==> src/rtl/uvc_pkg.sv <==
`default_nettype none

package uvc_pkg;

  localparam int unsigned GROUP_BITS = 7;
  localparam int unsigned BYTE_BITS  = 8;
  localparam int unsigned COUNT_W    = 4;

  typedef enum logic {
    OP_ENCODE = 1'b0,
    OP_DECODE = 1'b1
  } op_e;

  typedef enum logic {
    ST_OK       = 1'b0,
    ST_OVERFLOW = 1'b1
  } status_e;

  typedef struct packed {
    logic                 fire;
    logic [BYTE_BITS-1:0] data;
    logic                 last;
  } enc_out_t;

  typedef struct packed {
    logic               fire;
    logic [COUNT_W-1:0] count;
    status_e            status;
  } dec_stat_t;

endpackage

`default_nettype wire

==> src/rtl/uvc_in_if.sv <==
`default_nettype none

interface uvc_in_if #(
  parameter int unsigned VW = 64
) ();
  logic          valid;
  logic          ready;
  logic          opcode;
  logic [VW-1:0] in_value;
  logic [7:0]    in_byte;

  modport source (output valid, output opcode, output in_value, output in_byte, input ready);
  modport sink   (input valid, input opcode, input in_value, input in_byte, output ready);
endinterface

`default_nettype wire

==> src/rtl/uvc_out_if.sv <==
`default_nettype none

interface uvc_out_if #(
  parameter int unsigned VW = 64
) ();
  logic          valid;
  logic          ready;
  logic [7:0]    out_byte;
  logic [VW-1:0] out_value;
  logic [3:0]    byte_count;
  logic          status;
  logic          last;

  modport source (output valid, output out_byte, output out_value, output byte_count,
                  output status, output last, input ready);
  modport sink   (input valid, input out_byte, input out_value, input byte_count,
                  input status, input last, output ready);
endinterface

`default_nettype wire

==> src/rtl/uvarint_codec.sv <==
// channel  dir  payload                                           request
// req_i    in   opcode, in_value[VW-1:0], in_byte[7:0]            valid & ready
// rsp_o    out  out_byte, out_value[VW-1:0], byte_count, status,  valid & ready
//               last
// Decode: one byte per cycle unless stalled, result registered as the byte is taken.
// Encode: n = ceil(bits/7) bytes (1 min), one per cycle unless stalled, 7 bits
//   shifted out of a VW-bit register per byte; req_i is blocked until the last byte.
// Back-pressure on rsp_o stalls the shifter and holds req_i ready low.
// rst_ni clears decoder state, shifter busy flag and output valid.
`default_nettype none

module uvarint_codec
  import uvc_pkg::*;
#(
  parameter int unsigned VALUE_WIDTH = 64
) (
  input  wire logic clk_i,
  input  wire logic rst_ni,
  uvc_in_if.sink    req_i,
  uvc_out_if.source rsp_o
);

  logic                   slot_free;
  logic                   accept;
  logic                   enc_busy;
  enc_out_t               enc;
  dec_stat_t              dec;
  logic [VALUE_WIDTH-1:0] dec_value;

  logic                   valid_q;
  logic [BYTE_BITS-1:0]   byte_q;
  logic [VALUE_WIDTH-1:0] value_q;
  logic [COUNT_W-1:0]     count_q;
  logic                   status_q;
  logic                   last_q;

  assign slot_free   = !valid_q || rsp_o.ready;
  assign req_i.ready = !enc_busy && slot_free;
  assign accept      = req_i.valid && req_i.ready;

  uvc_encoder #(.VW(VALUE_WIDTH)) u_enc (
    .clk_i   (clk_i),
    .rst_ni  (rst_ni),
    .load_i  (accept && (req_i.opcode == OP_ENCODE)),
    .step_i  (slot_free),
    .value_i (req_i.in_value),
    .enc_o   (enc),
    .busy_o  (enc_busy)
  );

  uvc_decoder #(.VW(VALUE_WIDTH)) u_dec (
    .clk_i   (clk_i),
    .rst_ni  (rst_ni),
    .take_i  (accept && (req_i.opcode == OP_DECODE)),
    .byte_i  (req_i.in_byte),
    .stat_o  (dec),
    .value_o (dec_value)
  );

  always_ff @(posedge clk_i or negedge rst_ni) begin
    if (!rst_ni) begin
      valid_q <= 1'b0;
    end else if (slot_free) begin
      valid_q <= enc.fire || dec.fire;
    end
  end

  always_ff @(posedge clk_i) begin
    if (enc.fire) begin
      byte_q   <= enc.data;
      value_q  <= '0;
      count_q  <= '0;
      status_q <= ST_OK;
      last_q   <= enc.last;
    end else if (dec.fire) begin
      byte_q   <= '0;
      value_q  <= dec_value;
      count_q  <= dec.count;
      status_q <= dec.status;
      last_q   <= 1'b1;
    end
  end

  assign rsp_o.valid      = valid_q;
  assign rsp_o.out_byte   = byte_q;
  assign rsp_o.out_value  = value_q;
  assign rsp_o.byte_count = count_q;
  assign rsp_o.status     = status_q;
  assign rsp_o.last       = last_q;

endmodule

`default_nettype wire

==> src/rtl/uvc_encoder.sv <==
`default_nettype none

module uvc_encoder
  import uvc_pkg::*;
#(
  parameter int unsigned VW = 64
) (
  input  wire logic          clk_i,
  input  wire logic          rst_ni,
  input  wire logic          load_i,
  input  wire logic          step_i,
  input  wire logic [VW-1:0] value_i,
  output enc_out_t           enc_o,
  output logic               busy_o
);

  logic          busy_q, busy_d;
  logic [VW-1:0] shr_q, shr_d;
  logic [VW-1:0] cur;
  logic [VW-1:0] rest;
  logic          emit;

  assign cur  = busy_q ? shr_q : value_i;
  assign rest = cur >> GROUP_BITS;
  assign emit = load_i | (busy_q & step_i);

  assign enc_o.fire = emit;
  assign enc_o.last = (rest == '0);
  assign enc_o.data = {(rest != '0), cur[GROUP_BITS-1:0]};
  assign busy_o     = busy_q;

  always_comb begin
    busy_d = busy_q;
    shr_d  = shr_q;
    if (emit) begin
      busy_d = (rest != '0);
      shr_d  = rest;
    end
  end

  always_ff @(posedge clk_i or negedge rst_ni) begin
    if (!rst_ni) begin
      busy_q <= 1'b0;
    end else begin
      busy_q <= busy_d;
    end
  end

  always_ff @(posedge clk_i) begin
    shr_q <= shr_d;
  end

endmodule

`default_nettype wire

==> src/rtl/uvc_decoder.sv <==
`default_nettype none

module uvc_decoder
  import uvc_pkg::*;
#(
  parameter int unsigned VW = 64
) (
  input  wire logic                 clk_i,
  input  wire logic                 rst_ni,
  input  wire logic                 take_i,
  input  wire logic [BYTE_BITS-1:0] byte_i,
  output dec_stat_t                 stat_o,
  output logic [VW-1:0]             value_o
);

  logic [VW-1:0]         acc_q, acc_d;
  logic [COUNT_W-1:0]    gc_q, gc_d;
  logic [6:0]            shift;
  logic [VW+6:0]         placed;
  logic [VW-1:0]         merged;
  logic                  ovf;
  logic                  done;

  assign shift  = 7'(gc_q) * 7'(GROUP_BITS);
  assign placed = (VW+7)'(byte_i[GROUP_BITS-1:0]) << shift;
  assign ovf    = (32'(shift) >= VW) || (placed[VW+6:VW] != '0);
  assign merged = acc_q | placed[VW-1:0];
  assign done   = !byte_i[BYTE_BITS-1];

  always_comb begin
    acc_d         = acc_q;
    gc_d          = gc_q;
    stat_o.fire   = 1'b0;
    stat_o.count  = '0;
    stat_o.status = ST_OK;
    value_o       = '0;
    if (take_i) begin
      if (ovf) begin
        acc_d         = '0;
        gc_d          = '0;
        stat_o.fire   = 1'b1;
        stat_o.status = ST_OVERFLOW;
      end else if (done) begin
        acc_d        = '0;
        gc_d         = '0;
        stat_o.fire  = 1'b1;
        stat_o.count = gc_q + 1'b1;
        value_o      = merged;
      end else begin
        acc_d = merged;
        gc_d  = gc_q + 1'b1;
      end
    end
  end

  always_ff @(posedge clk_i or negedge rst_ni) begin
    if (!rst_ni) begin
      acc_q <= '0;
      gc_q  <= '0;
    end else begin
      acc_q <= acc_d;
      gc_q  <= gc_d;
    end
  end

endmodule

`default_nettype wire
==> src/flat_wrapper.sv <==
// flat-port wrapper written by rule: the top's interface ports become plain ports
module uvarint_codec_flat import uvc_pkg::*;
#(
  parameter int unsigned VALUE_WIDTH = 64
)
  (clk_i, rst_ni, req_i_valid, req_i_opcode, req_i_in_value, req_i_in_byte, req_i_ready, rsp_o_valid, rsp_o_out_byte, rsp_o_out_value, rsp_o_byte_count, rsp_o_status, rsp_o_last, rsp_o_ready);
  uvc_in_if req_i_i ();
  uvc_out_if rsp_o_i ();
  input  wire logic clk_i;
  input  wire logic rst_ni;
  input wire logic [$bits(req_i_i.valid)-1:0] req_i_valid;
  input wire logic [$bits(req_i_i.opcode)-1:0] req_i_opcode;
  input wire logic [$bits(req_i_i.in_value)-1:0] req_i_in_value;
  input wire logic [$bits(req_i_i.in_byte)-1:0] req_i_in_byte;
  output wire logic [$bits(req_i_i.ready)-1:0] req_i_ready;
  output wire logic [$bits(rsp_o_i.valid)-1:0] rsp_o_valid;
  output wire logic [$bits(rsp_o_i.out_byte)-1:0] rsp_o_out_byte;
  output wire logic [$bits(rsp_o_i.out_value)-1:0] rsp_o_out_value;
  output wire logic [$bits(rsp_o_i.byte_count)-1:0] rsp_o_byte_count;
  output wire logic [$bits(rsp_o_i.status)-1:0] rsp_o_status;
  output wire logic [$bits(rsp_o_i.last)-1:0] rsp_o_last;
  input wire logic [$bits(rsp_o_i.ready)-1:0] rsp_o_ready;
  assign req_i_i.valid = req_i_valid;
  assign req_i_i.opcode = req_i_opcode;
  assign req_i_i.in_value = req_i_in_value;
  assign req_i_i.in_byte = req_i_in_byte;
  assign req_i_ready = req_i_i.ready;
  assign rsp_o_valid = rsp_o_i.valid;
  assign rsp_o_out_byte = rsp_o_i.out_byte;
  assign rsp_o_out_value = rsp_o_i.out_value;
  assign rsp_o_byte_count = rsp_o_i.byte_count;
  assign rsp_o_status = rsp_o_i.status;
  assign rsp_o_last = rsp_o_i.last;
  assign rsp_o_i.ready = rsp_o_ready;
  uvarint_codec #(.VALUE_WIDTH(VALUE_WIDTH)) u_core (.clk_i(clk_i), .rst_ni(rst_ni), .req_i(req_i_i), .rsp_o(rsp_o_i));
endmodule
==> config.mk <==
export PLATFORM = sky130hd
export DESIGN_NAME = uvarint_codec_flat
export DESIGN_NICKNAME = d
export VERILOG_FILES = /design/src/rtl/uvc_pkg.sv /design/src/rtl/uvc_in_if.sv /design/src/rtl/uvc_out_if.sv /design/src/rtl/uvarint_codec.sv /design/src/rtl/uvc_encoder.sv /design/src/rtl/uvc_decoder.sv /design/src/flat_wrapper.sv
export SDC_FILE = /design/constraint.sdc
export NUM_CORES = 1
export LEC_CHECK = 0
export BUFFER_PORTS_ARGS = -buffer_cell sky130_fd_sc_hd__buf_2
export CAP_MARGIN = 10
export CORE_MARGIN = 2
export CORE_UTILIZATION = 50
export CTS_CLUSTER_DIAMETER = 150
export DETAILED_ROUTE_END_ITERATION = 7
export PLACE_DENSITY = 0.77
export REMOVE_ABC_BUFFERS = 1
export SLEW_MARGIN = 0
export SYNTH_ARGS = -nofsm -noshare
export SYNTH_HDL_FRONTEND = slang
export SYNTH_SLANG_ARGS = --single-unit
==> constraint.sdc <==
create_clock -name clk_i -period 3.3 [get_ports clk_i]
set_input_delay 0.495 -clock clk_i [delete_from_list [all_inputs] [get_ports clk_i]]
set_output_delay 0.495 -clock clk_i [all_outputs]
set_load 0.005 [all_outputs]
# --- Yosys cells after proc, flatten, opt, wreduce, memory -nomap -nowiden ---
# Index checks and enable logic that the tools add are counted.
# W data, S select, Z words.
totals:
  ff_bits: 205
  in_bits: 77
  out_inout_bits: 80
  word_cells: 48
op_classes:
  n_addsub: 1
  multipliers: 1
  n_lt_le_gt_ge: 1
  shift: 1
  muxes: 17
  bitwise_logic: 4
  n_reduce_logical: 13
ops:
  columns: ["op", "count"]
  rows:
  - ["$mux W64", 6]
  - ["$shl A7 B7 Y71", 1]
  - ["$logic_not A64 Y1", 1]
  - ["$or A64 B64 Y64", 1]
  - ["$reduce_bool A64 Y1", 1]
  - ["$mux W8", 2]
  - ["$mux W4", 3]
  - ["$ge A7 B7 Y1 const B", 1]
  - ["$mul A4 B3 Y7 const B", 1]
  - ["$reduce_bool A7 Y1", 1]
  - ["$mux W6", 1]
  - ["$mux W5", 1]
  - ["$add A4 B1 Y4 const B", 1]
  - ["$logic_and A1 B1 Y1", 4]
  - ["$mux W1", 4]
  - ["$logic_or A1 B1 Y1", 3]
  - ["$logic_not A1 Y1", 2]
  - ["$reduce_bool A2 Y1", 1]
  - ["$and A1 B1 Y1", 1]
  - ["$not A1 Y1", 1]
  - ["$or A1 B1 Y1", 1]

# --- Longest topological paths before layout ---
# Gate-level depths: netlist (run 1).
logic_depth:
  depth_word: 8
  depth_mapped: 12
  ltp_nobuf: 9

# --- By module ---
# A second synthesis (run 1) with hierarchy kept.
unflattened:
  hier_cells: 905
  hier_area_um2: 9773.1
modules_own_cells:
  columns: ["mod", "n_inst", "cells_per_inst", "area_each_um2", "seq_area_each_um2"]
  rows:
  - ["uvc_decoder", 1, 465, 4068.9, 1701.6]
  - ["uvc_encoder", 1, 190, 2861.5, 1736.7]
  - ["uvarint_codec", 1, 250, 2842.7, 1676.6]

# --- Least setup slack after synthesis (run 1) ---
# No wires, ideal clock.
synth_path:
  kind: "register -> register"
  from: "register u_core.u_enc.busy_q (netlist: u_core.u_enc.busy_o)"
  to: "register u_core.last_q (netlist: u_core.rsp_o.last) (enable)"
  setup_ps: 329
  arrival_ps: 2760
  required_time_ps: 2971
  slack_ps: 211
  stages_incl_launch_ff: 8
  path_buffers: 3
  synth_period_minus_slack_ps: 3089
  path_cell_list: "dfrtp_1 buf_2 buf_2 o21ai_0 inv_1 nor2_1 buf_2 inv_1"
synth_rtl:
  columns: ["item", "line", "text"]
  rows:
  - ["start, declared", "uvc_encoder.sv:17", "logic busy_q, busy_d;"]
  - ["start signal, assigned", "uvc_encoder.sv:45", "busy_q <= busy_d;"]
  - ["end signal, assigned", "uvarint_codec.sv:74", "last_q <= enc.last;"]
  - ["end, declared", "uvarint_codec.sv:35", "logic last_q;"]

# --- Worst setup path after layout (run 1) ---
layout_path:
  from: "register u_core.u_dec.gc_q[0]"
  to: "register u_core.value_q[1] (netlist: u_core.rsp_o.out_value[1])"
layout_between:
  elab_chain_cells: 6
  elab_cells_between_ends: 11
  classes_between: "1 x mul; 1 x order compare; 1 x shift; 5 x mux; 1 x bitwise; 2 x reduce/logical"
layout_rtl:
  columns: ["item", "line", "text"]
  rows:
  - ["start, declared", "uvc_decoder.sv:17", "logic [COUNT_W-1:0] gc_q, gc_d;"]
  - ["start signal, assigned", "uvc_decoder.sv:62", "gc_q <= gc_d;"]
  - ["$mul A4 B3 Y7 *", "uvc_decoder.sv:24", "assign shift = 7'(gc_q) * 7'(GROUP_BITS);"]
  - ["$shl A7 B7 Y71", "uvc_decoder.sv:25", "assign placed = (VW+7)'(byte_i[GROUP_BITS-1:0]) << shift;"]
  - ["$reduce_bool A7 Y1 or $or A64 B64 Y64 (tied branches)", "uvc_decoder.sv:26, uvc_decoder.sv:27", null]
  - ["$logic_or A1 B1 Y1 or $mux W64 (tied branches)", "uvc_decoder.sv:26, uvc_decoder.sv:43", null]
  - ["$mux W64 or $mux W1 (tied branches)", "uvc_decoder.sv:38", "if (ovf) begin"]
  - ["$mux W64 or $mux W6 (tied branches)", "uvc_decoder.sv:37", "if (take_i) begin"]
  - ["end signal, assigned", "uvarint_codec.sv:77", "value_q <= dec_value;"]
  - ["end, declared", "uvarint_codec.sv:32", "logic [VALUE_WIDTH-1:0] value_q;"]
# Mark *: on every way between the ends. The rest lies on a longest branch, timed or not.
# A chain may end at the register's enable or synchronous reset.

==> run metrics, run 1 <==
status=completed; grt total ovfl=0; sequential cell area fraction in the yosys report=0.592; Total Routing Usage GR=0.222; initial antenna violation count=1; Tmin final=roughly 3 ns; most common cell in the netlist=a21oi_1; remaining antenna violation count after routing=0; post-CTS sizing=0; die height=135 um; sw power=2.75 mW; Pwr per Cell Area=roughly 830 mW/mm2; IO buf count=156; Antenna Cells=0; nature of the critical path startpoint=flop; syn avg cell area=11.8 um2; Logic pwr share=0.274; Int Pwr=5.89 mW; boundary pin count=157; post-DR wirelength/cell=18.4 um; Max clock buf depth=3; clock network fraction of total power=0.281; cell taking the most area after synthesis=edfxtp_1; largest net degree at the start of global routing=74; most frequent cells after synthesis=a21oi_1, nor2_1, dfrtp_1, dfxtp_1, edfxtp_1; first-pass GRT wire length=about 32 mm; H-tree levels=1; Die Footprint=0.0184 mm2; Setup violations, final=0; Post-synth EDFFs=between 60 and 70; top_reg_cell synth=dfrtp_1; Fin. Hold Viols=0; setup ws final=0.310 ns; Post-CTS Setup Repair Bufs=0; WP data arrival=about 3.4 ns; die width=135 um; RSZ-0062 raised after global routing=false; routability cong.=0.829; CTS buffer count=22; nets=a little under 1000; library cells used by synthesis=50; clock latency on the worst-skew pair=0.49 ns; Area Overhead vs Synth=20.0%; vias post-DR=6238; DR DRC count=0; HP Class=in2async; number of synthesis warnings=0; vias in the first global route=6220; Net Sw Frac=0.318; cts hold-fix bufs=0; clock slew at the register clock pins of the worst setup and hold paths=0.06 ns; Seq pwr share=0.444; Peak VDD IR=around 0.54 mV; Post-DP HPWL=13.6 mm; asr flop ratio synth=0.341; clock root cell=clkbuf_16; DR vias/cell=~5.6; static leakage=between 4 and 5 nW; Max Cap Violations=0; relative slew slack=0.420; area share of the largest cell type after synthesis=0.229; ranking of synthesized cells by area=edfxtp_1, dfrtp_1, dfxtp_1, a21oi_1, mux2_2; final-layout fill cell count=1356; share of layout cells above drive strength 1=0.332; Initial Utilization=0.505; Period Utilization, post-route=0.906; Fmax=around 330 MHz; Worst Skew=0.00502 ns; CTS tree=done; drt first-iter violations=roughly 480; row cnt=48; data required time of the worst path=3.70 ns; Routed WL=20.5 mm; CP Class=reg2reg; Post-Syn Area=0.00864 mm2; Syn Inst Count=730; #FFs+latches synth=205; drt pass-1 iters=5; Least-Margin Pin Slew=0.863 ns; CP endpoint kind=flop; Core ar.=about 0.017 mm2; Sink Count=205; Place WS=0.335 ns; max-slew violation count=0; final core utilization=0.606; Worst Path Max Fanout=27
-- path summary, 6_finish.rpt --
check / slack, ns / depth (start not counted) / endpoint / startpoint
worst max-delay path: 0.31 / 10 / u_core.rsp_o.out_value[1] / u_core.u_dec.gc_q[0]
worst min-delay path: 0.02 / 2 / u_core.u_dec.acc_q[50] / rst_ni
worst max register to register: 0.31 / 10 / u_core.rsp_o.out_value[1] / u_core.u_dec.gc_q[0]
worst min register to register: 0.46 / 1 / u_core.rsp_o.out_value[9] / u_core.rsp_o.out_value[9]
max in group asynchronous: 2.96 / 2 / u_core.u_enc.busy_o / rst_ni
min in group clk_i: 0.30 / 3 / u_core.rsp_o.valid / rsp_o_ready
-- power groups by stage --
| stage | sequential [mW] | clock (mW) | combinational [mW] |
|---|---|---|---|
| finish | 3.84 | 2.43 | 2.37 |
| global route | 3.90 | 2.56 | 2.61 |
| CTS | 3.83 | 2.46 | 2.37 |
| detailed placement | 3.87 | 0 | 2.35 |
| global placement | 3.84 | 0 | 2.30 |
| floorplan | 3.93 | 0 | 1.44 |
-- metal layers --
layer	part of all wire	global-route usage
met1	0.43	0.299
met2	0.50	0.379
met3	0.059	0.0449
met4	0.011	0.0428
met5	0.00064	0
-- final cells by class --
cell class / count / area, um2 / share of cell area
flip-flops and latches: 205 / 5120 / 0.493
multi-input cells: 459 / 3240 / 0.312
repair buffers: 174 / 966 / 0.0931
clock buffers: 28 / 644 / 0.0621
well taps: 225 / 282 / 0.0271
clock inverters: 12 / 90.1 / 0.00868
inverters: 11 / 41.3 / 0.00398
-- layout by cell type (no fill, tap or decap), types with 14 or more instances in the layout --
| cell type | count |
|---|---|
| a21oi_1 | 131 |
| buf_2 | 156 |
| buf_4 | 14 |
| clkbuf_16 | 23 |
| dfrtp_1 | 69 |
| dfxtp_1 | 69 |
| edfxtp_1 | 66 |
| mux2_2 | 50 |
| nor2_1 | 85 |
| nor4_1 | 17 |
| o2bb2ai_1 | 49 |
| o2bb2ai_2 | 20 |
-- cells by family (layout without fill, tap and decap cells) --
kind of cell | after synthesis | count (layout) | share of synthesized area
AO/OA/AOI/OAI | 217 | 217 | 0.175
XOR/XNOR | 2 | 2 | 0.00203
adder cells (fa/ha/maj) | 11 | 11 | 0.0194
buffers and inverters | 66 | 225 | 0.0369
flip-flops | 205 | 205 | 0.592
multiplexers | 57 | 57 | 0.0732
AND/OR/NAND/NOR | 172 | 172 | 0.101
-- through the flow --
step	TNS [ns]	cell area [um2]	power, mW	instances	hold slack [ns]
5_1_grt	0	10400	9.07	1114	0.0534
3_5_place_dp	0	9640	6.22	1074	0.442
4_1_cts	0	10400	8.66	1114	0.0337
6_report	0	10400	8.64	1114	0.0178
2_1_floorplan	-525.29	8370	5.37	675	0.199
3_3_place_gp	0	9640	6.14	1074	0.441
-- worst max-delay path, cell delays in order (launching register included) --
cell and delay [ns]:
dfrtp_1 0.41, fa_1 0.49, ha_1 0.21, inv_1 0.07, fa_1 0.17, nor2b_1 0.04
o21ai_1 0.29, nand3_2 0.12, or3_2 0.66, buf_12 0.25, o2bb2ai_1 0.19
-- state kept, by name, summed over array words and instances, names as in the netlist --
register                 count
u_core.rsp_o.out_value      64
u_core.u_dec.acc_q          64
u_core.u_enc.shr_q          57
u_core.rsp_o.out_byte        8
u_core.rsp_o.byte_count      4
u_core.u_dec.gc_q            4
u_core.rsp_o.last            1
u_core.rsp_o.status          1
u_core.rsp_o.valid           1
u_core.u_enc.busy_o          1
Note: power is estimated with default switching activity, not from simulation.
==> inputs of run 2 (changes only) <==
--- a/config.mk
+++ b/config.mk
@@ -8,10 +8,10 @@
 export BUFFER_PORTS_ARGS = -buffer_cell sky130_fd_sc_hd__buf_2
 export CAP_MARGIN = 10
 export CORE_MARGIN = 2
-export CORE_UTILIZATION = 50
+export CORE_UTILIZATION = 60
 export CTS_CLUSTER_DIAMETER = 150
 export DETAILED_ROUTE_END_ITERATION = 7
-export PLACE_DENSITY = 0.77
+export PLACE_DENSITY = 0.86
 export REMOVE_ABC_BUFFERS = 1
 export SLEW_MARGIN = 0
 export SYNTH_ARGS = -nofsm -noshare
==> constraint.sdc (replaced) <==
create_clock -name clk_i -period 3.7 [get_ports clk_i]
set_input_delay 0.555 -clock clk_i [delete_from_list [all_inputs] [get_ports clk_i]]
set_output_delay 0.555 -clock clk_i [all_outputs]
set_load 0.005 [all_outputs]
==> run 2 against run 1 <==
  * Die area shrank 16%
  * Sequential power decreased by 8.3%
  * Clock power shrank 13%
  * Cell area decreased by 1.5%
  * Total power down 11%
  * First-iteration DRC count grew 11%
  * Worst hold slack gained 0.13 ns
  * Maximum frequency shrank 5.3%
  * Largest power group unchanged
==> run metrics, run 2 (same netlist as run 1, synthesis figures left out) <==
static leakage=4.32 nW (was 4.37 nW); Sink Count=205 (unchanged); clock latency on the worst-skew pair=0.49 ns (about the same); WP data arrival=3.57 ns (was 3.39 ns); r2r setup slk=0.54 ns (was 0.31 ns); die height=124 um (was 135 um); drt first-iter violations=525 (was 475); most frequent cells in the layout=buf_2, a21oi_1, nor2_1 (unchanged); CP endpoint kind=flop (unchanged); nets=957 (was 961); routability cong.=0.888 (was 0.829); Initial Utilization=0.618 (was 0.505); HP Class=in2async (unchanged); Max Cap Violations=0 (unchanged); commonest non-fill, non-tap cell in the layout=buf_2 (unchanged); Worst Path Max Fanout=66 (was 27); post-DR wirelength/cell=19.3 um (was 18.4 um); top layer used by detailed routing=met4 (was met5); nature of the critical path startpoint=flop (unchanged); first-pass GRT wire length=32.2 mm (was 32.3 mm); DR vias/cell=6.07 (was 5.60); critical path endpoint=u_core.rsp_o.out_value[23] (was u_core.rsp_o.out_value[1]); drt pass-1 iters=5 (unchanged); CP delay by family, top=adder cells (unchanged); worst reg2reg startpoint=u_core.u_dec.gc_q[2] (was u_core.u_dec.gc_q[0]); cts hold-fix bufs=0 (unchanged); cell repeated most along the worst path=fa_1 (unchanged); CP max stage delay=0.63 ns (was 0.66 ns); Pwr per Cell Area=748 mW/mm2 (was 832 mW/mm2); final-layout fill cell count=936 (was 1356); grt total ovfl=0 (unchanged); Peak VDD IR=0.536 mV (about the same); remaining antenna violation count after routing=0 (unchanged); Routed WL=20.5 mm (about the same); vias in the first global route=6363 (was 6220); status=completed (unchanged); CP max stage cell=dfrtp_1 (was or3_2); routed metal-1 wirelength=8.69 mm (was 8.70 mm); met2 routed WL=10.1 mm (was 10.3 mm); Max clock buf depth=3 (unchanged); Total Routing Usage GR=0.271 (was 0.222); Core ar.=0.0140 mm2 (was 0.0171 mm2); Fin. Hold Viols=0 (unchanged); DR DRC count=0 (unchanged); Post-CTS Setup Repair Bufs=0 (unchanged); Critical Path Start=u_core.u_dec.gc_q[2] (was u_core.u_dec.gc_q[0]); max-slew violation count=0 (unchanged); CTS buffer count=21 (was 22); crit path cell chain=fa_1, ha_1, inv_1, fa_1, nor2b_1, o21ai_1, nand3_2, or3_2, buf_12, o2bb2ai_1 (unchanged); row cnt=43 (was 48); vias post-DR=6453 (was 6238); Least-Margin Pin Slew=0.891 ns (was 0.863 ns); Place WS=0.596 ns (was 0.335 ns); Area Overhead vs Synth=18.2% (was 20.0%); RR Endpoint=u_core.rsp_o.out_value[23] (was u_core.rsp_o.out_value[1]); Buf/Inv on CP=2 (unchanged); share of layout cells above drive strength 1=0.323 (was 0.332); RSZ-0062 raised after global routing=false (unchanged); IO buf count=156 (unchanged); post-CTS sizing=0 (unchanged); CP Class=reg2reg (unchanged); post-placement cell area=0.00953 mm2 (was 0.00964 mm2); H-tree levels=1 (unchanged); setup TNS=0 ns (unchanged); initial antenna violation count=0 (was 1); Post-DP HPWL=13.6 mm (about the same); Tmin final=3.16 ns (was 2.99 ns); Pwr Total=7.65 mW (was 8.64 mW); clock slew at the register clock pins of the worst setup and hold paths=0.06 ns (about the same); setup ws final=0.541 ns (was 0.310 ns); Period Utilization, post-route=0.854 (was 0.906); CTS tree=done (unchanged); data required time of the worst path=4.11 ns (was 3.70 ns); Die Footprint=0.0154 mm2 (was 0.0184 mm2); die width=124 um (was 135 um); WP depth=10 (unchanged); Worst Skew=0.00912 ns (was 0.00502 ns); boundary pin count=157 (unchanged); fin area=0.0102 mm2 (was 0.0104 mm2); R2R depth=10 (unchanged); clock root cell=clkbuf_16 (unchanged); Fmax=317 MHz (was 334 MHz); relative slew slack=0.401 (was 0.420); Setup violations, final=0 (unchanged); met3 WL=1.19 mm (was 1.21 mm); largest net degree at the start of global routing=67 (was 74); Antenna Cells=0 (unchanged)
## run 2: changes by cell type in the layout (fill, tap and decap cells not counted)
| cell | before | now |
|---|---|---|
| buf_12 | 4 | 1 |
| bufinv_16 | 1 | 2 |
| clkbuf_1 | 0 | 5 |
| clkbuf_16 | 23 | 22 |
| clkbuf_4 | 0 | 1 |
| clkbuf_8 | 5 | 2 |
| clkinv_1 | 1 | 0 |
| clkinv_2 | 6 | 4 |
| clkinv_4 | 1 | 0 |
| clkinvlp_2 | 2 | 0 |
| clkinvlp_4 | 1 | 0 |
| inv_4 | 0 | 1 |
## run 2: area by class of cell
| type | instances | area (um2) | area share |
|---|---|---|---|
| sequential | 205 | 5120 | 0.501 |
| multi-input combinational | 459 | 3240 | 0.317 |
| timing repair buffer | 171 | 906 | 0.0887 |
| clock buffer | 30 | 604 | 0.0592 |
| tap | 180 | 225 | 0.0220 |
| clock inverter | 7 | 86.3 | 0.00845 |
| inverter | 11 | 41.3 | 0.00404 |
## run 2: worst min-delay path by stage
stage / from / to
2_1_floorplan: rst_ni / u_core.rsp_o.valid
3_3_place_gp: u_core.rsp_o.out_value[2] / u_core.rsp_o.out_value[2]
3_5_place_dp: u_core.rsp_o.out_value[23] / u_core.rsp_o.out_value[23]
4_1_cts: rst_ni / u_core.u_dec.acc_q[52]
5_1_grt: rst_ni / u_core.u_dec.acc_q[28]
6_report: rst_ni / u_core.u_dec.acc_q[28]
## run 2: power breakdown
| group | internal (mW) | switching, mW | total [mW] |
|---|---|---|---|
| Combinational | 0.823 | 1.20 | 2.02 |
| Clock | 1.28 | 0.830 | 2.11 |
| Sequential | 3.11 | 0.410 | 3.52 |
## run 2: per-stage QoR
| stage | utilization | hold WS (ns) | std cells |
|---|---|---|---|
| 4_1_cts | 0.730 | 0.150 | 1063 |
| 2_1_floorplan | - | 0.259 | 675 |
| 3_5_place_dp | 0.681 | 0.441 | 1026 |
| 6_report | 0.730 | 0.145 | 1063 |
| 5_1_grt | 0.730 | 0.200 | 1063 |
| 3_3_place_gp | 0.681 | 0.441 | 1026 |
## run 2: routing by layer
metal	global-route usage	vias up
met5	0	-
li1	-	2967
met1	0.368	3184
met3	0.0371	40
met4	0.0899	0
met2	0.454	262
